==> src/rtl/circular_linked_deque_assert.svh <==
// Assertion macros for the circular linked deque
`ifndef CIRCULAR_LINKED_DEQUE_ASSERT_SVH
`define CIRCULAR_LINKED_DEQUE_ASSERT_SVH
// Implication checked on every clock edge outside reset
`define CLD_ASSERT_IMPL(lbl, clk, rst_n, a, c) \
    lbl: assert property (@(posedge clk) disable iff (!rst_n) (a) |-> (c)) \
        else $error("assertion failed");
// Implication checked in the following cycle
`define CLD_ASSERT_NEXT(lbl, clk, rst_n, a, c) \
    lbl: assert property (@(posedge clk) disable iff (!rst_n) (a) |=> (c)) \
        else $error("assertion failed");
`endif

==> src/rtl/cld_pkg.sv <==
`timescale 1ns / 1ps
// ---------------------------------------------------------------------------
// cld_pkg
// Types, codes and defaults shared by the circular linked deque.
// ---------------------------------------------------------------------------
package cld_pkg;
    localparam int DefCapacity = 16;
    localparam int ValueW      = 32;
    localparam int LenW        = 5;

    typedef enum logic [2:0] {
        ACT_CREATE = 3'd0, ACT_DISPLAY = 3'd1, ACT_PUSH_FRONT = 3'd2,
        ACT_PUSH_BACK = 3'd3, ACT_POP_FRONT = 3'd4, ACT_POP_BACK = 3'd5,
        ACT_DEL_AFTER = 3'd6, ACT_CLEAR = 3'd7
    } t_action;

    typedef enum logic [1:0] {
        ST_OK = 2'd0, ST_EMPTY = 2'd1, ST_FULL = 2'd2, ST_NOTFOUND = 2'd3
    } t_status;

    typedef enum logic [3:0] {
        S_IDLE, S_RD_HEAD, S_INS_RD, S_INS_WR, S_POP_RD, S_POP_WR,
        S_SRCH_RD, S_SRCH_CHK, S_DEL_RD, S_DEL_WR, S_DISP_RD, S_DISP_OUT, S_RESP
    } t_state;

    // Controller commands to the datapath
    typedef struct packed {
        logic    latch_in;   // capture action and value
        logic    ptr_head;   // r_ptr <= head
        logic    ptr_next;   // r_ptr <= next of read node
        logic    ptr_prev;   // r_ptr <= prev of read node
        logic    do_insert;  // write new node and neighbor links
        logic    do_unlink;  // unlink node at r_ptr
        logic    do_clear;   // drop every element
        logic    load_out;   // load output register
        logic    out_disp;   // output carries the read element
        logic    out_last;
        t_status status;
    } t_cmd;

    typedef struct packed {
        t_action action;
        logic    empty;
        logic    single;
        logic    full;
        logic    match;      // read element equals value
        logic    next_is_head;
        logic    disp_done;  // shown count plus one reaches length
        logic    out_busy;
    } t_stat;
endpackage

==> src/rtl/cld_ram.sv <==
`timescale 1ns / 1ps
// ---------------------------------------------------------------------------
// cld_ram
// Single write port, single registered read port RAM.
// ---------------------------------------------------------------------------
module cld_ram #(
    parameter int Width = 32,
    parameter int Depth = 16
) (
    input  logic                     i_clk,
    input  logic                     i_we,
    input  logic [$clog2(Depth)-1:0] i_waddr,
    input  logic [Width-1:0]         i_wdata,
    input  logic [$clog2(Depth)-1:0] i_raddr,
    output logic [Width-1:0]         o_rdata
);
    logic [Width-1:0] r_mem [Depth];
    always_ff @(posedge i_clk) begin
        if (i_we) r_mem[i_waddr] <= i_wdata;
        o_rdata <= r_mem[i_raddr];
    end
endmodule

==> src/rtl/cld_datapath.sv <==
`timescale 1ns / 1ps
// ---------------------------------------------------------------------------
// cld_datapath
// Node stores, free map, head, count, pointers and the output register.
// ---------------------------------------------------------------------------
module cld_datapath import cld_pkg::*; #(
    parameter int Capacity = DefCapacity
) (
    input  logic              i_clk,
    input  logic              i_rst_n,
    input  t_cmd              i_cmd,
    output t_stat             o_stat,
    input  logic [2:0]        i_action,
    input  logic [ValueW-1:0] i_value,
    output logic              o_out_valid,
    input  logic              i_out_ready,
    output logic [ValueW-1:0] o_element,
    output logic [1:0]        o_status,
    output logic [LenW-1:0]   o_length,
    output logic              o_last
);
    localparam int AW = $clog2(Capacity);
    localparam int CW = $clog2(Capacity + 1);

    logic [2:0]        r_action;
    logic [ValueW-1:0] r_value;
    logic [AW-1:0]     r_head, r_ptr, r_aux;
    logic [CW-1:0]     r_count, r_shown;
    logic [Capacity-1:0] r_used;
    logic [ValueW-1:0] w_elem;
    logic [AW-1:0]     w_next, w_prev;
    logic [AW-1:0]     w_free;
    logic              w_has_free;

    // Link write ports: each store gets one write per cycle; an insert into a nonempty
    // list and an unlink each write in two phases, phase 1 writing a neighbor's link.
    logic              n_we_d, n_we_n, n_we_p;
    logic [AW-1:0]     n_wa_d, n_wa_n, n_wa_p, n_wd_n, n_wd_p;
    logic [AW-1:0]     r_rd_addr;
    logic              r_phase;
    logic [AW-1:0]     r_tail;  // prev of the node at r_ptr, staged for second write

    cld_ram #(.Width(ValueW), .Depth(Capacity)) u_elem (.i_clk, .i_we(n_we_d),
        .i_waddr(n_wa_d), .i_wdata(r_value), .i_raddr(r_rd_addr), .o_rdata(w_elem));
    cld_ram #(.Width(AW), .Depth(Capacity)) u_next (.i_clk, .i_we(n_we_n),
        .i_waddr(n_wa_n), .i_wdata(n_wd_n), .i_raddr(r_rd_addr), .o_rdata(w_next));
    cld_ram #(.Width(AW), .Depth(Capacity)) u_prev (.i_clk, .i_we(n_we_p),
        .i_waddr(n_wa_p), .i_wdata(n_wd_p), .i_raddr(r_rd_addr), .o_rdata(w_prev));

    always_comb begin
        w_free = '0;
        w_has_free = 1'b0;
        for (int i = Capacity - 1; i >= 0; i--) begin
            if (!r_used[i]) begin
                w_free = AW'(i);
                w_has_free = 1'b1;
            end
        end
    end

    // Insert (nonempty list): ptr holds head, w_prev its tail (read already). Phase 0 writes
    // new node data/next/prev; phase 1 writes tail.next and head.prev.
    // Unlink: ptr holds victim, w_next/w_prev its links. Phase 0 writes
    // prev.next; phase 1 writes next.prev.
    always_comb begin
        n_we_d = 1'b0; n_we_n = 1'b0; n_we_p = 1'b0;
        n_wa_d = w_free; n_wa_n = w_free; n_wa_p = w_free;
        n_wd_n = r_ptr; n_wd_p = w_prev;
        if (i_cmd.do_insert) begin
            if (r_count == '0) begin
                n_we_d = !r_phase; n_we_n = !r_phase; n_we_p = !r_phase;
                n_wa_d = '0; n_wa_n = '0; n_wa_p = '0;
                n_wd_n = '0; n_wd_p = '0;
            end else if (!r_phase) begin
                n_we_d = 1'b1; n_we_n = 1'b1; n_we_p = 1'b1;
                n_wd_n = r_ptr; n_wd_p = w_prev;
            end else begin
                n_we_n = 1'b1; n_wa_n = r_tail; n_wd_n = w_free;
                n_we_p = 1'b1; n_wa_p = r_ptr;  n_wd_p = w_free;
            end
        end else if (i_cmd.do_unlink) begin
            if (!r_phase) begin
                n_we_n = 1'b1; n_wa_n = w_prev; n_wd_n = w_next;
            end else begin
                n_we_p = 1'b1; n_wa_p = r_aux; n_wd_p = r_tail;
            end
        end
    end

    logic [AW-1:0] n_rd_addr;
    always_comb begin
        n_rd_addr = r_ptr;
        if (i_cmd.ptr_head)      n_rd_addr = r_head;
        else if (i_cmd.ptr_next) n_rd_addr = w_next;
        else if (i_cmd.ptr_prev) n_rd_addr = w_prev;
    end

    always_ff @(posedge i_clk) begin
        r_rd_addr <= n_rd_addr;
        if (i_cmd.latch_in) begin
            r_action <= i_action;
            r_value  <= i_value;
        end
        if ((i_cmd.do_insert || i_cmd.do_unlink) && !r_phase) begin
            r_tail <= w_prev;
            if (i_cmd.do_unlink) r_aux <= w_next;
        end
        if (i_cmd.load_out) begin
            o_element <= i_cmd.out_disp ? w_elem : '0;
            o_last    <= i_cmd.out_last;
            o_status  <= i_cmd.status;
        end
    end

    always_ff @(posedge i_clk) begin
        if (!i_rst_n) begin
            r_head <= '0; r_ptr <= '0; r_count <= '0; r_used <= '0;
            r_phase <= 1'b0; r_shown <= '0; o_out_valid <= 1'b0; o_length <= '0;
        end else begin
            r_ptr <= n_rd_addr;
            if (i_cmd.latch_in) r_shown <= '0;
            if (i_cmd.load_out) begin
                o_out_valid <= 1'b1;
                o_length    <= LenW'(r_count);
                if (i_cmd.out_disp) r_shown <= r_shown + 1'b1;
            end else if (o_out_valid && i_out_ready) begin
                o_out_valid <= 1'b0;
            end
            if (i_cmd.do_clear) begin
                r_used <= '0; r_head <= '0; r_count <= '0;
            end
            if (i_cmd.do_insert) begin
                if (r_count == '0) begin
                    r_phase <= 1'b0;
                    r_used[0] <= 1'b1; r_head <= '0; r_count <= CW'(1);
                end else begin
                    r_phase <= !r_phase;
                    if (r_phase) begin
                        r_used[w_free] <= 1'b1;
                        r_count <= r_count + 1'b1;
                        if (r_action == ACT_PUSH_FRONT || r_action == ACT_CREATE)
                            r_head <= w_free;
                    end
                end
            end
            if (i_cmd.do_unlink) begin
                r_phase <= !r_phase;
                if (r_phase) begin
                    r_used[r_ptr] <= 1'b0;
                    r_count <= r_count - 1'b1;
                    if (r_ptr == r_head) r_head <= r_aux;
                end
            end
        end
    end

    assign o_stat.action       = t_action'(r_action);
    assign o_stat.empty        = (r_count == '0);
    assign o_stat.single       = (r_count == CW'(1));
    assign o_stat.full         = !w_has_free;
    assign o_stat.match        = (w_elem == r_value);
    assign o_stat.next_is_head = (w_next == r_head);
    assign o_stat.disp_done    = (r_shown + 1'b1 == r_count);
    assign o_stat.out_busy     = o_out_valid && !i_out_ready;
endmodule

==> config.mk <==
export PLATFORM = sky130hd
export DESIGN_NAME = cld_datapath
export DESIGN_NICKNAME = d
export VERILOG_FILES = /design/src/rtl/circular_linked_deque_assert.svh /design/src/rtl/cld_pkg.sv /design/src/rtl/cld_ram.sv /design/src/rtl/cld_datapath.sv
export SDC_FILE = /design/constraint.sdc
export NUM_CORES = 1
export LEC_CHECK = 0
export ABC_AREA = 1
export BUFFER_PORTS_ARGS = -buffer_cell sky130_fd_sc_hd__clkbuf_2
export CAP_MARGIN = 20
export CORE_MARGIN = 10
export CORE_UTILIZATION = 62
export CTS_CLUSTER_SIZE = 20
export DETAILED_ROUTE_END_ITERATION = 12
export PLACE_DENSITY = 0.89
export SLEW_MARGIN = 25
export SYNTH_ARGS = -nofsm -noshare
export SYNTH_HDL_FRONTEND = slang
export SYNTH_SLANG_ARGS = --single-unit
==> constraint.sdc <==
create_clock -name i_clk -period 3.95 [get_ports i_clk]
set_clock_uncertainty 0.1 [all_clocks]
set_input_delay 0.1975 -clock i_clk [delete_from_list [all_inputs] [get_ports i_clk]]
set_output_delay 0.1975 -clock i_clk [all_outputs]
set_load 0.005 [all_outputs]
Word-level counts from Yosys, hierarchy flattened. Memories as Yosys holds them, arrays and structs flattened. A register that Yosys moved wholly into a read port is not among the register bits. Cells that the tools add are included.

Add/sub/neg operators: 3. Muxes and demuxes: 106. Equal/unequal tests: 6. Order comparisons: 4. Reductions and logical operators: 15. Bitwise logic cells: 3.

Operator list (count): 4-bit 2-to-1 mux (48); 16-bit 2-to-1 mux (7); 5-bit 2-to-1 mux (9); 1-bit 2-to-1 mux (39); 32-bit == test (1); 16-bit AND (1); 16-bit NOT (1); 16-bit bitwise OR (1); 15-bit 2-to-1 mux (1); 5-bit by 1-bit adder with 5-bit output, second input constant (2); 4-bit by 5-bit less-than comparator with 1-bit output, second input constant (2); 1-bit demux with 4-bit select (2); 4-bit == test (2); 4-bit by 1-bit >= comparator with 1-bit output, second input constant (2); 5-bit by 1-bit == test with 1-bit output, second input constant (1); 5-bit == test (1); 1-bit logical AND (5); 5-bit logical NOT (1); 5-bit by 1-bit subtractor with 5-bit output, second input constant (1); 2-bit nonzero test (2); 3-bit by 2-bit == test with 1-bit output, second input constant (1); 1-bit logical NOT (3); 3-bit logical NOT (1); 1-bit logical OR (2); 2-bit AND reduction (1).

Bits in registers: 123. Logic and storage cells: 156. Output and inout bits: 51. RAM bits: 640. Memories: 3.

Memories: u_elem.r_mem (words 16, bits a word 32, rd ports 1, clocked after memory_dff 1, write ports 1, RTL line cld_ram.sv:17) `logic [Width-1:0] r_mem [Depth];`; u_next.r_mem (words 16, bits a word 4, rd ports 1, clocked after memory_dff 1, write ports 1, RTL line cld_ram.sv:17); u_prev.r_mem (words 16, bits a word 4, rd ports 1, clocked after memory_dff 1, write ports 1, RTL line cld_ram.sv:17).

Longest topological paths before layout. Gate-level depths: netlist (run 1).

Depth in word-level cells: 28. Gate-level depth with buffers: 21. Mapped depth without buffers: 21.

Cells and area by module. From an unflattened synthesis (run 1), not the netlist that was laid out.

Cell total of the unflattened synthesis: 3389. Area total of the unflattened synthesis: 34857.2 um^2.

Modules (own cells, without submodules): cld_ram at u_elem (seq. area each 16015.4 um^2, instances 1, area each 22730.6 um^2, cells an instance 2120); cld_datapath (seq. area each 3243.1 um^2, instances 1, area each 6193.4 um^2, cells an instance 689); cld_ram at u_next ... (seq. area each 2001.9 um^2, instances 2, area each 2966.6 um^2, cells an instance 290).

Worst setup path before layout (run 1). Ideal clock, no wire load.

Kind: reg2reg. From: reg r_count[0]. To: mem u_elem.r_mem[8][0] (enable). Required time: 3.429 ns. Arrival time: 2.808 ns. Period minus slack after synthesis: 3.329 ns. Stages on the path, launching flop included: 10. Buffers on the path: 0. Library setup time: 0.421 ns. Setup slack: 0.621 ns. Path through: dfxtp_1 -> inv_1 -> ha_1 -> inv_1 -> nor3_4 -> inv_2 -> nor2_1 -> nor2_1 -> nand3_1 -> nor2_1.

RTL lines: start: declaration (RTL line cld_datapath.sv:28) `logic [CW-1:0] r_count, r_shown;`; start signal: assignment (RTL line cld_datapath.sv:140) `r_count <= r_count + 1'b1;`; start signal: assignment (RTL line cld_datapath.sv:150) `r_count <= r_count - 1'b1;`; end: declaration (RTL line cld_ram.sv:17).

==> flow_summary.toml, run 1 <==
[floorplan]
io_pins = 101
initial_core_util = 0.629
die_h_um = 249
die_x_um = 249
dieArea_um2 = 61900
placementRows = 83
core_area_um2 = 51600

[synth]
synth_area_um2 = 32500
yosysSeqAreaShare = 0.716
syn_area_per_cell_um2 = 13.0
synth_seq_cells = 803
synth_cell_types = 44
yosysWarnings = 0
postSynthNetCount = 2556
synth_cells = 2502

[place]
dpl.hpwl_um = 49300
port-buffer-count = 100
placed_area_um2 = 34000
routabilityCongestion = 0.908

[clock_network]
cts_tree = "built"
ctsResizeCount = 0
hold_buffers = 47
clock_latency_ns = 0.63
clockBufferDepth = 3
cts_inserted_buffers = 77
cts_root_buf = "clkbuf_16"
cts_setup_buffers = 0
cts_sinks = 803
htreeDepth = 3
clk_pin_slew_ns = 0.06

[setup_path]
endpoint_kind = "primary output"
critPathMaxFanout = 17
crit_arrival_ns = 3.38
critPathLaunchType = "flip-flop"
ff2ff_setup_slack_ns = 0.61
worstPathRequired_ns = 3.65
worst-setup-path-type = "flip-flop to primary output"

[power_and_ir_drop]
leakagePower_nw = 13.5
ir_drop_mv = 0.599
cellPowerDensity_nw_per_um2 = 542

[sta]
period_share = 0.931
period_minus_slack_ns = 3.68
max_freq_mhz = 272
tightestPinTransition_ns = 1.05
final-max-slew-violation-count = 0
setup_viol = 0
grt_setup_unrepaired = "no"
hold_viol = 0
fin_hold_ws_ns = 0.0316
setup_tns_ns = 0
slew_headroom = 0.299

[layout]
fill_cells = 3012
multi_input_area_um2 = 7790
nets = 2711
syn_to_final_growth_pct = 13.9
register_area_um2 = 23300
drive_above_1_share = 0.125
final_cell_area_um2 = 37000
diodes = 0

[detailed_routing]
routed_wirelength_um = 83900
ant_nets = 0
vias = 21673
firstDrtPassIters = 6
viasPerCell = 6.38
dr.first_iter.drc_count = 2831
drc = 0
routedWlPerCell_um = 24.7

[grt]
grt_pass1_vias = 21797
grt_overflow = 0
grt_pass1_wl_um = 128000
track_usage = 0.263
grt_max_degree = 161
antenna_found_initial = 0

[flow_run]
cap_violations = 0

[outcome]
status = "finished clean"

[hold_path]
min_path_type = "primary input to flip-flop"
[cell type report]
cell class	instances	share of cell area
Clock buffer	101	0.0559
Inverter	268	0.0274
Multi-Input combinational cell	1295	0.211
Timing Repair Buffer	212	0.0418
Sequential cell	803	0.629
Clock inverter	40	0.0117
Tap cell	680	0.0230
[power breakdown]
part           internal (W)  total, W  switching, W  leakage (nW)
sequential          0.00978    0.0102      0.000428          7.28
combinational      0.000827   0.00251       0.00168          4.98
clock               0.00414   0.00733       0.00320          1.21
total                0.0147    0.0200       0.00530          13.5
[metrics by stage]
stage	power [W]	util	setup WS, ns	instances
floorplan	0.0117	-	0.621	2502
global route	0.0206	0.716	0.322	3399
global placement	0.0126	0.659	0.787	3211
CTS	0.0200	0.716	0.407	3399
detailed placement	0.0127	0.659	0.687	3211
finish	0.0200	0.716	0.272	3399
[synth_stat cells, drive strengths merged]
cell | count | area share
o31ai | 2 | 0.00089
o2111ai | 3 | 0.00081
mux2i | 160 | 0.049
inv | 266 | 0.031
nand4 | 11 | 0.0023
buf | 34 | 0.0048
a22oi | 4 | 0.00092
ha | 4 | 0.0015
nor3 | 10 | 0.0019
a221oi | 5 | 0.0013
a311oi | 2 | 0.00054
o21ai | 242 | 0.037
nand3 | 83 | 0.013
o22ai | 7 | 0.0013
nor4b | 1 | 0.00027
a31oi | 10 | 0.0019
o211ai | 170 | 0.039
a2111oi | 1 | 0.00027
nor4 | 1 | 0.00019
a211oi | 1 | 0.00023
edfxtp | 718 | 0.66
a21oi | 201 | 0.031
dfxtp | 85 | 0.052
nand2 | 226 | 0.027
xnor2 | 14 | 0.0038
and2 | 4 | 0.00077
nor2 | 108 | 0.013
clkbuf | 102 | 0.012
clkinv | 2 | 0.00023
or2 | 7 | 0.0013
xor2 | 18 | 0.0049
[logic make-up (layout without fill, tap and decap cells)]
family          count (synthesis)  count (layout)  synth area share
flops                         803             803             0.716
compound gates                648             648             0.116
simple gates                  451             451            0.0603
buf+inv                       404             621            0.0476
mux                           160             160            0.0493
xor+xnor                       32              32           0.00863
fa+ha+maj                       4               4           0.00154
[state kept, by name, indices dropped and copies added (netlist names), 5 cells and up]
name and cells:
o_length 5, u_elem.o_rdata 32, r_count 5, r_shown 5, u_next.r_mem 64, r_value 32
o_element 32, r_used 16, u_elem.r_mem 512, u_prev.r_mem 64
[placed cells by master, fill, tap and decap left out, types with 4 or more instances in the layout]
cell,instances
buf_12,7
edfxtp_1,718
nor2_1,88
a221oi_1,5
o21ai_0,240
inv_1,252
or2_2,7
a21oi_1,200
clkbuf_16,78
inv_2,13
nor3_1,9
a31oi_1,10
mux2i_1,160
nand2_1,218
dlygate4sd3_1,47
and2_1,4
nand2_2,7
clkbuf_2,100
nand3_1,80
xor2_1,18
a22oi_1,4
ha_1,4
clkinvlp_4,5
clkinv_2,11
inv_6,4
bufinv_16,6
nor2_4,18
o211ai_1,169
buf_4,58
dfxtp_1,81
xnor2_1,14
clkbuf_1,20
o22ai_1,7
nand4_1,10
clkinv_1,10
[worst max-delay path, stage by stage, from the launching register on]
cell       delay (ns)
edfxtp_1         0.66
xor2_1           0.26
nor2_1           0.18
o2111ai_1        0.21
nor4_1           0.51
buf_4            0.25
nor4b_1          0.44
clkbuf_2         0.24
[layer usage]
layer  GRT usage  vias up  wire, µm
met5           0        -         0
met4       0.127        0      3770
met3      0.0469      280      8390
met2       0.437     1548     41500
met1       0.330    10437     30200
li1            -     9408         -
[final timing paths]
path,endpoint,depth (start not counted),from
setup / recovery,o_stat[3],7,r_value[14]$_DFFE_PP_
hold / removal,r_count[3]$_SDFF_PN0_,3,i_cmd[7]
setup reg to reg,u_elem.r_mem[11][17]$_DFFE_PP_,10,r_count[0]$_SDFF_PN0_
hold reg to reg,r_used[5]$_SDFF_PN0_,2,r_used[5]$_SDFF_PN0_
(Power assumes the default switching activity.)
==> run 2, diff against run 1 <==
==> constraint.sdc (replaced) <==
create_clock -name i_clk -period 3.95 [get_ports i_clk]
set_clock_uncertainty 0.1 [all_clocks]
set_input_delay 0.1975 -clock i_clk [delete_from_list [all_inputs] [get_ports i_clk]]
set_output_delay 0.1975 -clock i_clk [all_outputs]
set_load 0.02 [all_outputs]
==> run 2 against run 1 <==
Non-clock buffer count is 7 lower. Fmax is 2.4% higher. Cell count is 0.12% lower. Routed wire length hardly changed. Largest cell class unchanged. Largest power group unchanged. Highest routed layer unchanged.
==> flow_summary.toml, run 2 (synthesis results as in run 1) <==
[place]
dp.cells = 3205
routabilityCongestion = 0.902
dpl.hpwl_um = 49000
port-buffer-count = 100
placed_area_um2 = 34000

[layout]
reg_top3 = "u_elem.r_mem (512), u_next.r_mem (64), u_prev.r_mem (64)"
drive_above_1_share = 0.126
nets = 2705
diodes = 0
largest_register_ffs = 512
final_common_cell = "edfxtp_1"
syn_to_final_growth_pct = 13.9
final_cell_area_um2 = 37000
finish.utilization = 0.717
regMostFlops = "u_elem.r_mem"
final_cells = 3395
final_cell_mix = "edfxtp_1, inv_1, o21ai_0, nand2_1, a21oi_1"

[grt]
grt_max_degree = 161
grt_pass1_vias = 21738
antenna_found_initial = 0
track_usage = 0.263
grt_pass1_wl_um = 127000
grt_overflow = 0

[setup_path]
critPathMaxFanout = 18
cp-startpoint = "r_value[25]$_DFFE_PP_"
worstPathRequired_ns = 3.65
critPathSlowestCell = "edfxtp_1"
r2r-end = "u_elem.r_mem[8][15]$_DFFE_PP_"
endpoint_kind = "primary output"
ff2ff_setup_slack_ns = 0.69
worst-setup-path-type = "flip-flop to primary output"
critPathLaunchType = "flip-flop"
crit_arrival_ns = 3.29
regToRegStartpoint = "r_count[0]$_SDFF_PN0_"
reg2regPathDepth = 10
crit_path_cell_trace = "or2_2 -> a2111oi_0 -> nand4_1 -> nor4b_1 -> clkbuf_2"
crit_path_max_incr_delay_ns = 0.68
crit_end = "o_stat[3]"

[sta]
period_share = 0.909
hold_viol = 0
grt_setup_unrepaired = "no"
setup_tns_ns = 0
tightestPinTransition_ns = 1.07
slew_headroom = 0.283
max_freq_mhz = 278
setup_viol = 0
period_minus_slack_ns = 3.59
final-max-slew-violation-count = 0

[detailed_routing]
routed_wirelength_um = 83900
dr.first_iter.drc_count = 3390
drc = 0
vias = 21656
routedWlPerCell_um = 24.7
viasPerCell = 6.38
ant_nets = 0
firstDrtPassIters = 7

[clock_network]
clk_pin_slew_ns = 0.06
htreeDepth = 3
clockBufferDepth = 3
cts_tree = "built"
ctsResizeCount = 0
clock_latency_ns = 0.64
cts_sinks = 803
cts_root_buf = "clkbuf_16"
cts_inserted_buffers = 78

[floorplan]
io_pins = 101
die_h_um = 249
core_area_um2 = 51600
placementRows = 83
die_x_um = 249
dieArea_um2 = 61900
initial_core_util = 0.629

[power_and_ir_drop]
clockPowerShare = 0.371
power_switching_w = 0.00538
leakagePower_nw = 13.5
power.internal_w = 0.0149
ir_drop_mv = 0.393
cellPowerDensity_nw_per_um2 = 549
p_total_w = 0.0203
swShare = 0.265
pwr-share-seq = 0.503
power_frac_comb = 0.126

[outcome]
status = "finished clean"

[hold_path]
min_path_type = "primary input to flip-flop"

[flow_run]
cap_violations = 0
## run 2: final cells by class
class / instances / area (µm²)
flip-flops and latches: 803 / 23300
repair buffers: 205 / 1500
well taps: 680 / 851
clock inverters: 47 / 494
clock buffers: 97 / 2060
fillers: 3024 / 14600
multi-input cells: 1295 / 7790
inverters: 268 / 1010
## run 2: routing by layer
layer,GRT usage,share of wire,up-vias
li1,-,-,9394
met3,0.0450,0.10,304
met1,0.334,0.36,10454
met5,0,0,-
met4,0.134,0.046,0
met2,0.431,0.49,1504
## run 2: worst min-delay path by stage
stage / startpoint / endpoint / slack [ns] / cells after the start
after floorplan: i_cmd[2] / o_last$_DFFE_PP_ / 0.20 / 0
final: i_cmd[7] / r_count[3]$_SDFF_PN0_ / 0.04 / 3
after CTS: i_cmd[7] / r_count[3]$_SDFF_PN0_ / 0.006 / 3
after global routing: i_cmd[7] / r_count[3]$_SDFF_PN0_ / 0.05 / 3
after global placement: i_action[1] / r_action[1]$_DFFE_PP_ / 0.27 / 1
after detailed placement: i_value[26] / r_value[26]$_DFFE_PP_ / 0.28 / 1
## run 2: critical path, delay by kind of cell (launching register included)
family          cells  cell delay [ns]
flops               1             0.68
buf+inv             1             0.23
simple gates        3             1.19
compound gates      1             0.57
## run 2: metrics by stage
stage	hold WS (ns)	setup slack, ns
floorplan	0.196	0.573
global placement	0.274	0.889
detailed placement	0.276	0.773
CTS	0.00604	0.354
global route	0.0484	0.274
finish	0.0358	0.358
## run 2: power groups by stage
stage / Combinational (W) / Clock [W] / Sequential, W
CTS: 0.00251 / 0.00758 / 0.0102
detailed placement: 0.00241 / 0 / 0.0104
floorplan: 0.00160 / 0 / 0.0102
global placement: 0.00231 / 0 / 0.0103
finish: 0.00256 / 0.00753 / 0.0102
global route: 0.00275 / 0.00788 / 0.0102
## run 2: repair_timing
action	CTS	global route
hold buffers	46	0
setup buffers	0	0
hold endpoints to repair	52	0
