### config.mk
export PLATFORM = sky130hd
export DESIGN_NAME = cld_ctrl
export DESIGN_NICKNAME = d
export VERILOG_FILES = /design/src/rtl/circular_linked_deque_assert.svh /design/src/rtl/cld_pkg.sv /design/src/rtl/cld_ctrl.sv
export SDC_FILE = /design/constraint.sdc
export NUM_CORES = 1
export LEC_CHECK = 0
export BUFFER_PORTS_ARGS = -buffer_cell sky130_fd_sc_hd__buf_2
export CAP_MARGIN = 20
export CORE_UTILIZATION = 54
export DETAILED_ROUTE_END_ITERATION = 16
export PLACE_DENSITY = 0.87
export REMOVE_ABC_BUFFERS = 1
export SETUP_SLACK_MARGIN = 0.3
export SYNTH_ARGS = -nofsm -noshare
export SYNTH_HDL_FRONTEND = slang
export SYNTH_SLANG_ARGS = --single-unit
export TNS_END_PERCENT = 50
### constraint.sdc
create_clock -name i_clk -period 4.4 [get_ports i_clk]
set_clock_uncertainty 0.1 [all_clocks]
set_input_delay 0.44 -clock i_clk [delete_from_list [all_inputs] [get_ports i_clk]]
set_output_delay 0.44 -clock i_clk [all_outputs]
set_load 0.01 [all_outputs]
### src/rtl/circular_linked_deque_assert.svh
// Assertion macros for the circular linked deque
`ifndef CIRCULAR_LINKED_DEQUE_ASSERT_SVH
`define CIRCULAR_LINKED_DEQUE_ASSERT_SVH
// Implication checked on every clock edge outside reset
`define CLD_ASSERT_IMPL(lbl, clk, rst_n, a, c) \
    lbl: assert property (@(posedge clk) disable iff (!rst_n) (a) |-> (c)) \
        else $error("assertion failed");
// Implication checked in the following cycle
`define CLD_ASSERT_NEXT(lbl, clk, rst_n, a, c) \
    lbl: assert property (@(posedge clk) disable iff (!rst_n) (a) |=> (c)) \
        else $error("assertion failed");
`endif

### src/rtl/cld_pkg.sv
`timescale 1ns / 1ps
// ---------------------------------------------------------------------------
// cld_pkg
// Types, codes and defaults shared by the circular linked deque.
// ---------------------------------------------------------------------------
package cld_pkg;
    localparam int DefCapacity = 16;
    localparam int ValueW      = 32;
    localparam int LenW        = 5;

    typedef enum logic [2:0] {
        ACT_CREATE = 3'd0, ACT_DISPLAY = 3'd1, ACT_PUSH_FRONT = 3'd2,
        ACT_PUSH_BACK = 3'd3, ACT_POP_FRONT = 3'd4, ACT_POP_BACK = 3'd5,
        ACT_DEL_AFTER = 3'd6, ACT_CLEAR = 3'd7
    } t_action;

    typedef enum logic [1:0] {
        ST_OK = 2'd0, ST_EMPTY = 2'd1, ST_FULL = 2'd2, ST_NOTFOUND = 2'd3
    } t_status;

    typedef enum logic [3:0] {
        S_IDLE, S_RD_HEAD, S_INS_RD, S_INS_WR, S_POP_RD, S_POP_WR,
        S_SRCH_RD, S_SRCH_CHK, S_DEL_RD, S_DEL_WR, S_DISP_RD, S_DISP_OUT, S_RESP
    } t_state;

    // Controller commands to the datapath
    typedef struct packed {
        logic    latch_in;   // capture action and value
        logic    ptr_head;   // r_ptr <= head
        logic    ptr_next;   // r_ptr <= next of read node
        logic    ptr_prev;   // r_ptr <= prev of read node
        logic    do_insert;  // write new node and neighbor links
        logic    do_unlink;  // unlink node at r_ptr
        logic    do_clear;   // drop every element
        logic    load_out;   // load output register
        logic    out_disp;   // output carries the read element
        logic    out_last;
        t_status status;
    } t_cmd;

    typedef struct packed {
        t_action action;
        logic    empty;
        logic    single;
        logic    full;
        logic    match;      // read element equals value
        logic    next_is_head;
        logic    disp_done;  // shown count plus one reaches length
        logic    out_busy;
    } t_stat;
endpackage

### src/rtl/cld_ctrl.sv
`timescale 1ns / 1ps
// ---------------------------------------------------------------------------
// cld_ctrl
// Action sequencer for the circular linked deque.
// ---------------------------------------------------------------------------
module cld_ctrl import cld_pkg::*; (
    input  logic  i_clk,
    input  logic  i_rst_n,
    input  logic  i_in_valid,
    output logic  o_in_ready,
    input  t_stat i_stat,
    output t_cmd  o_cmd
);
    t_state  r_state, n_state;
    t_status r_st, n_st;
    logic    r_ph, n_ph;

    always_ff @(posedge i_clk) begin
        if (!i_rst_n) begin
            r_state <= S_IDLE; r_st <= ST_OK; r_ph <= 1'b0;
        end else begin
            r_state <= n_state; r_st <= n_st; r_ph <= n_ph;
        end
    end

    assign o_in_ready = (r_state == S_IDLE) && i_rst_n;

    always_comb begin
        n_state = r_state;
        n_st = r_st;
        n_ph = r_ph;
        unique case (r_state)
            S_IDLE: if (i_in_valid) n_state = S_RD_HEAD;
            S_RD_HEAD: begin
                n_st = ST_OK; n_ph = 1'b0;
                unique case (i_stat.action)
                    ACT_CREATE, ACT_CLEAR: n_state = (i_stat.action == ACT_CREATE)
                        ? S_INS_RD : S_RESP;
                    ACT_DISPLAY: begin
                        if (i_stat.empty) begin n_st = ST_EMPTY; n_state = S_RESP; end
                        else n_state = S_DISP_RD;
                    end
                    ACT_PUSH_FRONT, ACT_PUSH_BACK: begin
                        if (!i_stat.empty && i_stat.full) begin
                            n_st = ST_FULL; n_state = S_RESP;
                        end else n_state = S_INS_RD;
                    end
                    ACT_POP_FRONT, ACT_POP_BACK: begin
                        if (i_stat.empty) begin n_st = ST_EMPTY; n_state = S_RESP; end
                        else n_state = S_POP_RD;
                    end
                    ACT_DEL_AFTER: begin
                        if (i_stat.empty) begin n_st = ST_EMPTY; n_state = S_RESP; end
                        else n_state = S_SRCH_RD;
                    end
                endcase
            end
            S_INS_RD:   n_state = S_INS_WR;
            S_INS_WR:   if (i_stat.empty || r_ph) n_state = S_RESP; else n_ph = 1'b1;
            // Read the head node, clearing a single element; then step to the victim (prev of head for pop back)
            S_POP_RD: begin
                if (!r_ph) begin
                    if (i_stat.single) n_state = S_RESP;
                    else n_ph = 1'b1;
                end else begin
                    n_ph = 1'b0; n_state = S_DEL_RD;
                end
            end
            S_SRCH_RD:  n_state = S_SRCH_CHK;
            S_SRCH_CHK: begin
                if (i_stat.next_is_head) begin n_st = ST_NOTFOUND; n_state = S_RESP; end
                else if (i_stat.match) n_state = S_DEL_RD;
                else n_state = S_SRCH_RD;
            end
            S_DEL_RD:   n_state = S_DEL_WR;
            S_DEL_WR:   if (r_ph) n_state = S_RESP; else n_ph = 1'b1;
            S_DISP_RD:  n_state = S_DISP_OUT;
            S_DISP_OUT: if (!i_stat.out_busy)
                n_state = i_stat.disp_done ? S_IDLE : S_DISP_RD;
            S_RESP:     if (!i_stat.out_busy) n_state = S_IDLE;
            default:    n_state = S_IDLE;
        endcase
    end

    always_comb begin
        o_cmd = '0;
        o_cmd.status = r_st;
        unique case (r_state)
            S_IDLE:    o_cmd.latch_in = i_in_valid;
            S_RD_HEAD: begin
                o_cmd.ptr_head = 1'b1;
                if (i_stat.action == ACT_CREATE || i_stat.action == ACT_CLEAR)
                    o_cmd.do_clear = 1'b1;
            end
            S_INS_RD:  o_cmd.ptr_head = 1'b1;
            S_INS_WR:  o_cmd.do_insert = 1'b1;
            S_POP_RD: begin
                if (!r_ph) begin
                    if (i_stat.single) o_cmd.do_clear = 1'b1;
                end else if (i_stat.action == ACT_POP_BACK) begin
                    o_cmd.ptr_prev = 1'b1;
                end
            end
            S_SRCH_RD: ;
            S_SRCH_CHK: if (!i_stat.next_is_head) o_cmd.ptr_next = 1'b1;
            S_DEL_RD:  ;
            S_DEL_WR:  o_cmd.do_unlink = 1'b1;
            S_DISP_RD: ;
            S_DISP_OUT: if (!i_stat.out_busy) begin
                o_cmd.load_out = 1'b1; o_cmd.out_disp = 1'b1;
                o_cmd.out_last = i_stat.disp_done; o_cmd.status = ST_OK;
                o_cmd.ptr_next = !i_stat.disp_done;
            end
            S_RESP: if (!i_stat.out_busy) begin
                o_cmd.load_out = 1'b1; o_cmd.out_last = 1'b1;
            end
            default: ;
        endcase
    end
endmodule
Word level (Yosys, flattened, before mapping):

Index checks and enable logic that the tools add are counted.

* register bits: 7
* output and inout bits: 13
* word-level logic and storage cells: 93

* equality and inequality tests: 26
* multiplexer cells: 46
* reduce and logical (&&, ||, !) cells: 18

Operators by type and width (count)
* 4-bit 2-to-1 mux: 14
* 4-bit one-hot mux with 12 select lines: 1
* 4-bit equality test (second input constant): 5
* 4-bit one-hot mux with 5 select lines: 1
* 1-bit 2-to-1 mux: 18
* 2-bit != test (second input constant): 7
* 3-bit equality test (second input constant): 4
* 4-bit by 3-bit equality test with 1-bit output (second input constant): 3
* 4-bit by 2-bit equality test with 1-bit output (second input constant): 2
* 1-bit one-hot mux with 2 select lines: 4
* 2-bit one-hot mux with 2 select lines: 2
* 2-bit OR reduction: 4
* 3-bit by 2-bit equality test with 1-bit output (second input constant): 2
* 2-bit 2-to-1 mux: 3
* 6-bit AND reduction: 1
* 5-bit 2-to-1 mux: 1
* 4-bit by 1-bit equality test with 1-bit output (second input constant): 1
* 4-bit zero test: 1
* 1-bit one-hot mux with 4 select lines: 1
* 2-bit AND reduction: 2
* 4-bit nonzero test: 1
* 4-bit OR reduction: 1
* 3-bit by 1-bit equality test with 1-bit output (second input constant): 1
* 3-bit zero test: 1
* 6 further kinds: 9

Logic depth before layout (Yosys ltp):

Gate-level depths: netlist (run 1).

* word-level depth: 5
* gate-level depth with buffers: 6
* gate-level depth less buffers: 4

Least setup slack after synthesis (run 1):

OpenSTA, ideal clock, no wires.

* path kind: reg-to-output
* from: register r_state[3]
* to: output port o_cmd[5] in the netlist's numbering
* data arrival time: 1322 ps
* data required time: 3860 ps
* path slack: 2538 ps
* stages on the path, launching flop included: 4
* buffers on the path: 1
* path through: dfxtp_1 or4b_1 buf_2 o32ai_1

RTL lines
* start, declared: RTL line cld_ctrl.sv:14 `t_state r_state, n_state;`
* start signal, assigned: RTL line cld_ctrl.sv:22 `r_state <= n_state; r_st <= n_st; r_ph <= n_ph;`
* end, declared: RTL line cld_ctrl.sv:12 `output t_cmd o_cmd`

==> results.py, run 1 <==
metrics = {
    "synthesis": {
        "avgSynthCellArea_um2": 7.16,
        "async_flop_share_pct": 0,
        "syn_inst": 117,
        "seq_area_frac_synth_pct": 16.7,
        "syn_area_um2": 838,
        "yosys_warnings": 0,
        "synth-edff-count": 0,
        "synth_common_cells": "a21oi_1 (8), o21ai_0 (8), dfxtp_1 (7), nand2b_1 (7)",
        "yosysTopAreaCellShare_pct": 16.7,
        "synthFlopType": "dfxtp_1",
        "ys_seq_elements": 7,
        "synth_cell_types": 41,
        "netlist_top_cells_area": "dfxtp_1 (17%), nand2b_1 (5.2%), a21oi_1 (4.8%)",
        "synth_area_leader_cell": "dfxtp_1",
    },
    "global_route": {
        "grt_pass1_wl_mm": 3.62,
        "grtUsageTotal_pct": 25.9,
        "grt_max_degree": 25,
        "overflow": 0,
        "antenna_found_initial": 0,
        "grt_pass1_vias": 845,
    },
    "floorplan": {
        "core_um2": 1370,
        "die_x_um": 41.4,
        "dieHeight_um": 41.4,
        "initial_core_util_pct": 61.4,
        "ios": 26,
        "rows": 13,
        "die_area_um2": 1710,
    },
    "pwr": {
        "clockPowerShare_pct": 11.4,
        "seq_power_share_pct": 32.6,
        "p_per_area_nw_per_um2": 520,
        "total_power_uw": 497,
        "net-switching-power_uw": 236,
        "swShare_pct": 47.5,
        "power.leakage_uw": 0.000413,
        "combinationalPowerShare_pct": 56.0,
        "ir_worst_vdd_mv": 0.279,
        "p_int_uw": 261,
    },
    "timing": {
        "rsz0062_at_grt": "no",
        "worst_slew_margin_rel_pct": 52.3,
        "setup_viol": 0,
        "fmax_mhz": 390,
        "slew_violations": 0,
        "fin_ws_ps": 1830,
        "hold_viol_final": 0,
        "fin_setup_tns_ps": 0,
        "period_minus_slack_ps": 2570,
        "timing.final.crit_share_pct": 58.3,
        "hold_ws_ps": 389,
        "tightest_slew_ps": 714,
    },
    "cells_and_area": {
        "antenna_cells": 0,
        "area_growth_pct": 14.0,
        "nets": 148,
        "layout-drive-gt1-share_pct": 23.1,
    },
    "worst_setup_path": {
        "cp.required_ps": 3860,
        "end_kind": "primary output",
        "path_delay_family": "flip-flops",
        "worstSetupStartpointType": "flop",
        "cp_max_fo": 24,
        "arrival_ps": 2030,
        "crit_slowest_cell": "dfxtp_1",
        "cp_num_buf_inv": 1,
        "cp_cell_sequence": "or4b_1 > o32ai_1 > buf_2",
        "slowest_delay_ps": 710,
        "crit_type": "flop to primary output",
    },
    "clocking": {
        "clkTransAtPathRegs_ps": 50,
        "clk_path_buf_depth": 2,
        "cts-buffers-inserted": 3,
        "cts_tree": "done",
        "cts_setup_buffers": 0,
        "clk-insertion-delay-late_ps": 250,
        "cts_resized": 0,
        "hold_buffers": 0,
        "cts-root-buf": "clkbuf_4",
        "h-tree-depth": 1,
        "cts_sinks": 7,
    },
    "placement": {
        "hpwl_mm": 1.56,
        "pre_cts_ws_ps": 2120,
        "gp_congestion": 0.859,
        "portBuffers": 25,
    },
    "drt": {
        "drc": 0,
        "drt-met1-wl_um": 915,
        "topRoutingLayerUsed": "met3",
        "vias": 929,
        "drt_iter0_drc": 24,
        "met2_wirelength_mm": 1.03,
        "wl_per_cell_um": 14.0,
        "dr.pass1.iters": 4,
        "routed_wl_mm": 2.08,
        "ant_nets": 0,
        "wl_met3_um": 133,
        "via_per_inst": 6.23,
    },
    "hold_path": {
        "hold_class": "flop to flop",
    },
    "status": {
        "status": "completed",
    },
    "job": {
        "maxCapViolations": 0,
    },
}
==> power by group through the flow <==
stage               registers, µW  logic, µW  clock network [µW]
floorplan                     143        205                   0
global placement              157        269                   0
detailed placement            161        277                   0
CTS                           160        278                59.7
global route                  173        310                65.3
finish                        162        279                56.5
==> cell type report <==
class                      instances  area (µm²)
sequential                         7         140
fill                             118         410
tap                               15        18.8
timing repair buffer              25         125
inverter                           5        18.8
multi-input combinational         93         627
clock buffer                       4        26.3
==> layout by cell type, fill, tap and decap left out, types with 3 or more instances in the layout <==
cell type  count
inv_1          5
o32ai_1        3
nor2_1         6
nor3_1         4
nand3_1        3
and3_1         4
nand2_1        6
a211o_1        3
nor2b_1        4
o211a_1        3
buf_2         25
dfxtp_1        7
clkbuf_4       3
a21oi_1        8
o21ai_0        8
nand2b_1       7
==> registers in the layout (all words and copies together) (netlist names) <==
register and cells:
r_state 4, r_st 2, r_ph 1
==> metrics by stage <==
step / cells / instance area [µm²] / util, %
global route: 149 / 956 / 70.0
finish: 149 / 956 / 70.0
CTS: 149 / 956 / 70.0
detailed placement: 145 / 930 / 68.0
global placement: 145 / 930 / 68.0
floorplan: 105 / 786 / -
==> layer usage <==
metal | vias to the layer above | GRT usage (%)
met5 | - | 0
met3 | 0 | 5.22
met1 | 416 | 33.4
li1 | 474 | -
met4 | 0 | 5.81
met2 | 39 | 44.1
==> path summary, 6_finish.rpt <==
path,end,depth (start not counted),slack [ps],start
max,o_cmd[5],3,1830,r_state[2]
min,r_st[1],1,390,r_st[1]
max reg2reg,r_state[3],4,2190,r_state[1]
min reg2reg,r_st[1],1,390,r_st[1]
==> cell families (layout without fill, tap and decap cells) <==
logic type / Yosys count / in the layout / share of synthesized area [%]
buffers and inverters: 17 / 34 / 8.51
and+or+nand+nor: 49 / 49 / 34.9
DFF: 7 / 7 / 16.7
xor gates and xnor gates: 2 / 2 / 2.09
AOI/OAI and AO/OA: 42 / 42 / 37.8
(Power assumes the default switching activity.)
==> run 2, diff against run 1 <==
--- a/config.mk
+++ b/config.mk
@@ -7,9 +7,9 @@
 export LEC_CHECK = 0
 export BUFFER_PORTS_ARGS = -buffer_cell sky130_fd_sc_hd__buf_2
 export CAP_MARGIN = 20
-export CORE_UTILIZATION = 54
+export CORE_UTILIZATION = 45
 export DETAILED_ROUTE_END_ITERATION = 16
-export PLACE_DENSITY = 0.87
+export PLACE_DENSITY = 0.77
 export REMOVE_ABC_BUFFERS = 1
 export SETUP_SLACK_MARGIN = 0.3
 export SYNTH_ARGS = -nofsm -noshare
==> constraint.sdc (replaced) <==
create_clock -name i_clk -period 2.1 [get_ports i_clk]
set_clock_uncertainty 0.1 [all_clocks]
set_input_delay 0.21 -clock i_clk [delete_from_list [all_inputs] [get_ports i_clk]]
set_output_delay 0.21 -clock i_clk [all_outputs]
set_load 0.01 [all_outputs]
==> results.py, run 2 (synthesized netlist as in run 1, its figures left out) <==
metrics = {
    "timing": {
        "period_minus_slack_ps": 1850,
        "tightest_slew_ps": 445,
        "worst_slew_margin_rel_pct": 70.3,
        "fmax_mhz": 539,
        "rsz0062_at_grt": "yes",
        "hold_ws_ps": 174,
        "timing.final.crit_share_pct": 88.3,
        "hold_viol_final": 0,
        "fin_setup_tns_ps": 0,
        "slew_violations": 0,
        "setup_viol": 0,
    },
    "worst_setup_path": {
        "end_kind": "primary output",
        "crit_type": "flop to primary output",
        "cp.required_ps": 1790,
        "cp_max_fo": 4,
        "worstSetupStartpointType": "flop",
        "arrival_ps": 1540,
    },
    "floorplan": {
        "core_um2": 1750,
        "initial_core_util_pct": 48.0,
        "ios": 26,
        "dieHeight_um": 45.2,
        "rows": 15,
        "die_x_um": 45.2,
        "die_area_um2": 2040,
    },
    "cells_and_area": {
        "regMostFlops": "r_state",
        "layout-drive-gt1-share_pct": 38.9,
        "stdcell_count": 174,
        "antenna_cells": 0,
        "most-common-layout-cells": "buf_2 (25), buf_4 (10), a21oi_1 (8), o21ai_0 (8)",
        "area_growth_pct": 37.9,
        "reg_top3": "r_state x4, r_st x2, r_ph x1",
        "layout_commonest_cell": "buf_2",
        "fin_util_pct": 66.2,
        "nFillCells": 155,
        "nets": 163,
        "largest_reg_flops": 4,
    },
    "job": {
        "maxCapViolations": 0,
    },
    "placement": {
        "portBuffers": 25,
        "dp_cells": 161,
        "hpwl_mm": 1.81,
        "gp_congestion": 0.906,
    },
    "clocking": {
        "hold_buffers": 0,
        "cts_sinks": 7,
        "clk-insertion-delay-late_ps": 250,
        "h-tree-depth": 1,
        "cts-root-buf": "clkbuf_4",
        "cts_tree": "done",
        "clk_path_buf_depth": 2,
        "cts-buffers-inserted": 3,
        "clkTransAtPathRegs_ps": 50,
    },
    "pwr": {
        "p_per_area_nw_per_um2": 1120,
        "ir_worst_vdd_mv": 0.815,
        "power.leakage_uw": 0.000506,
    },
    "global_route": {
        "grt_pass1_wl_mm": 4.14,
        "grtUsageTotal_pct": 28.4,
        "antenna_found_initial": 0,
        "grt_pass1_vias": 922,
        "overflow": 0,
        "grt_max_degree": 16,
    },
    "drt": {
        "via_per_inst": 6.03,
        "routed_wl_mm": 2.59,
        "dr.pass1.iters": 4,
        "drt_iter0_drc": 22,
        "ant_nets": 0,
        "wl_per_cell_um": 14.9,
        "vias": 1049,
        "drc": 0,
    },
    "status": {
        "status": "completed",
    },
    "hold_path": {
        "hold_class": "input port to flop",
    },
}
## run 2: timing repair
| action | in CTS | in global routing |
|---|---|---|
| resized for setup | 14 | 6 |
| setup endpoints to repair | 8 | 9 |
| buffers inserted | 8 | 1 |
| pin swaps | 1 | 4 |
## run 2: final timing paths
kind / endpoint / depth (start not counted) / slack, ps / from
setup / recovery: o_cmd[5] / 3 / 250 / r_state[3]
hold / removal: r_st[1] / 2 / 170 / i_rst_n
setup reg to reg: r_state[3] / 5 / 290 / r_state[3]
hold reg to reg: r_st[1] / 1 / 400 / r_st[1]
## run 2: power by group
part,switching (µW),total [µW],internal [µW]
logic,473,925,452
registers,57.5,247,190
clock network,53.1,126,72.7
## run 2: final cells by class
type	count	area, µm²	area share [%]
Clock buffer	4	26.3	2.27
Inverter	5	18.8	1.62
Sequential cell	7	146	12.7
Tap cell	25	31.3	2.71
Timing Repair Buffer	40	256	22.2
Multi-Input combinational cell	93	677	58.5
## run 2: critical path, stage by stage, from the launching register on
cell and delay (ps):
dfxtp_2 340, or4b_4 560, o32ai_2 210, buf_2 170
## run 2: routing by layer
metal  global-route usage (%)  up-vias  part of all wire [%]
li1                         -      509                     -
met1                     34.1      475                    42
met2                     49.0       52                    47
met3                     1.60       13                   6.0
met4                     17.6        0                   4.4
met5                        0        -                     0
## run 2: stage by stage
stage	cell area, µm²	setup WS, ps	power [µW]
after CTS	1130	267	1250
after floorplan	786	208	730
after global placement	987	385	968
after detailed placement	987	346	988
after global routing	1160	218	1400
final	1160	246	1300
==> run 3, diff against run 2 <==
--- a/config.mk
+++ b/config.mk
@@ -5,11 +5,11 @@
 export SDC_FILE = /design/constraint.sdc
 export NUM_CORES = 1
 export LEC_CHECK = 0
-export BUFFER_PORTS_ARGS = -buffer_cell sky130_fd_sc_hd__buf_2
 export CAP_MARGIN = 20
-export CORE_UTILIZATION = 45
+export CORE_UTILIZATION = 55
 export DETAILED_ROUTE_END_ITERATION = 16
-export PLACE_DENSITY = 0.77
+export DONT_BUFFER_PORTS = 1
+export PLACE_DENSITY = 0.76
 export REMOVE_ABC_BUFFERS = 1
 export SETUP_SLACK_MARGIN = 0.3
 export SYNTH_ARGS = -nofsm -noshare
==> results.py, run 3 (synthesized netlist as in run 1, its figures left out) <==
metrics = {
    "status": {
        "status": "completed",
    },
    "floorplan": {
        "ios": 26,
        "dieHeight_um": 41.0,
        "die_x_um": 41.0,
        "die_area_um2": 1680,
        "core_um2": 1370,
        "initial_core_util_pct": 61.4,
        "rows": 13,
    },
    "pwr": {
        "net-switching-power_uw": 587,
        "p_int_uw": 657,
        "ir_worst_vdd_mv": 0.692,
        "p_per_area_nw_per_um2": 1210,
        "clockPowerShare_pct": 11.0,
        "power.leakage_uw": 0.000382,
        "combinationalPowerShare_pct": 68.7,
        "swShare_pct": 47.2,
        "seq_power_share_pct": 20.3,
    },
    "timing": {
        "hold_ws_ps": 7.71,
        "period_minus_slack_ps": 1870,
        "setup_viol": 0,
        "fin_setup_tns_ps": 0,
        "fmax_mhz": 534,
        "worst_slew_margin_rel_pct": 69.1,
        "rsz0062_at_grt": "yes",
        "tightest_slew_ps": 463,
        "timing.final.crit_share_pct": 89.2,
        "hold_viol_final": 0,
        "slew_violations": 0,
    },
    "clocking": {
        "clkTransAtPathRegs_ps": 50,
        "clk_path_buf_depth": 2,
        "cts-root-buf": "clkbuf_4",
        "h-tree-depth": 1,
        "clk-insertion-delay-late_ps": 270,
        "cts_tree": "done",
        "cts-buffers-inserted": 3,
        "cts_sinks": 7,
    },
    "cells_and_area": {
        "largest_reg_flops": 4,
        "multi_input_area_um2": 709,
        "layout_commonest_cell": "o21ai_0",
        "antenna_cells": 0,
        "layout-drive-gt1-share_pct": 25.6,
        "regMostFlops": "r_state",
        "most-common-layout-cells": "o21ai_0 (8), nand2b_1 (7), a21oi_1 (6), nand2_1 (6), buf_4 (6)",
        "nFillCells": 110,
        "stdcell_count": 136,
        "fin_util_pct": 75.5,
        "reg_top3": "r_state x4, r_st x2, r_ph x1",
        "nets": 135,
        "layout.area.seq_um2": 148,
        "area_growth_pct": 23.1,
    },
    "worst_setup_path": {
        "cp_num_buf_inv": 1,
        "end_kind": "primary output",
        "arrival_ps": 1560,
        "crit_type": "flop to primary output",
        "path_delay_family": "simple AND/OR/NAND/NOR gates",
        "worstSetupStartpointType": "flop",
        "cp.required_ps": 1790,
        "cp_max_fo": 5,
        "crit_slowest_cell": "or4b_4",
        "cp_cell_sequence": "or4b_4 > o32ai_4 > buf_6",
        "slowest_delay_ps": 580,
    },
    "placement": {
        "portBuffers": 0,
        "gp_congestion": 1.00,
        "hpwl_mm": 1.58,
        "dp_cells": 127,
    },
    "job": {
        "maxCapViolations": 0,
    },
    "global_route": {
        "grt_pass1_vias": 710,
        "grt_pass1_wl_mm": 3.11,
        "antenna_found_initial": 0,
        "overflow": 0,
        "grtUsageTotal_pct": 28.6,
        "grt_max_degree": 20,
    },
    "drt": {
        "drt_iter0_drc": 68,
        "dr.pass1.iters": 4,
        "drc": 0,
        "routed_wl_mm": 2.56,
        "vias": 959,
        "wl_per_cell_um": 18.8,
        "via_per_inst": 7.05,
        "ant_nets": 0,
    },
    "hold_path": {
        "hold_class": "input port to flop",
    },
}
[run 3: per-layer routing]
| layer | vias to the layer above | part of all wire [%] | GRT usage [%] |
|---|---|---|---|
| met3 | 11 | 9.6 | 8.70 |
| li1 | 451 | - | - |
| met4 | 0 | 2.2 | 12.5 |
| met2 | 53 | 48 | 44.1 |
| met5 | - | 0 | 0 |
| met1 | 444 | 40 | 35.9 |
[run 3: final cells by class]
| class | instances | share of cell area, % |
|---|---|---|
| Timing Repair Buffer | 12 | 10.8 |
| Multi-Input combinational cell | 93 | 68.7 |
| Inverter | 5 | 1.82 |
| Tap cell | 15 | 1.82 |
| Clock buffer | 4 | 2.55 |
| Sequential cell | 7 | 14.3 |
[run 3: per-stage QoR]
stage               area (µm²)  worst slack, ps  power, µW
floorplan                  786              208        730
global placement           857              321        886
detailed placement         857              248        901
CTS                        933              226       1080
global route              1030              183       1310
finish                    1030              228       1240
[run 3: worst paths after layout]
kind / from / to / slack, ps / cells after the start
max: r_state[1] / o_cmd[5] / 230 / 3
min reg2reg: r_st[0] / r_st[0] / 400 / 1
min: i_rst_n / r_state[0] / 8 / 1
max reg2reg: r_state[1] / r_state[2] / 240 / 5
[run 3: timing repair]
item | in CTS | in global routing
gates resized for setup | 9 | 17
setup endpoints to repair | 12 | 11
hold buffers | 1 | 0
buffers inserted | 1 | 3
endpoints found under the hold margin | 4 | 0
pin swaps | 1 | 6
[run 3: power groups by stage]
stage                     Combinational (µW)  Clock (µW)  Sequential, µW
after floorplan                          430           0             300
after global placement                   652           0             234
after detailed placement                 663           0             238
after CTS                                705         137             243
after global routing                     912         143             256
final                                    855         136             253
[run 3: worst reg2reg max path, delay by kind of cell (launching register included)]
| kind | cells | cell delay (ps) |
|---|---|---|
| simple gates | 2 | 790 |
| flops | 1 | 360 |
| compound gates | 2 | 360 |
| buf+inv | 1 | 150 |
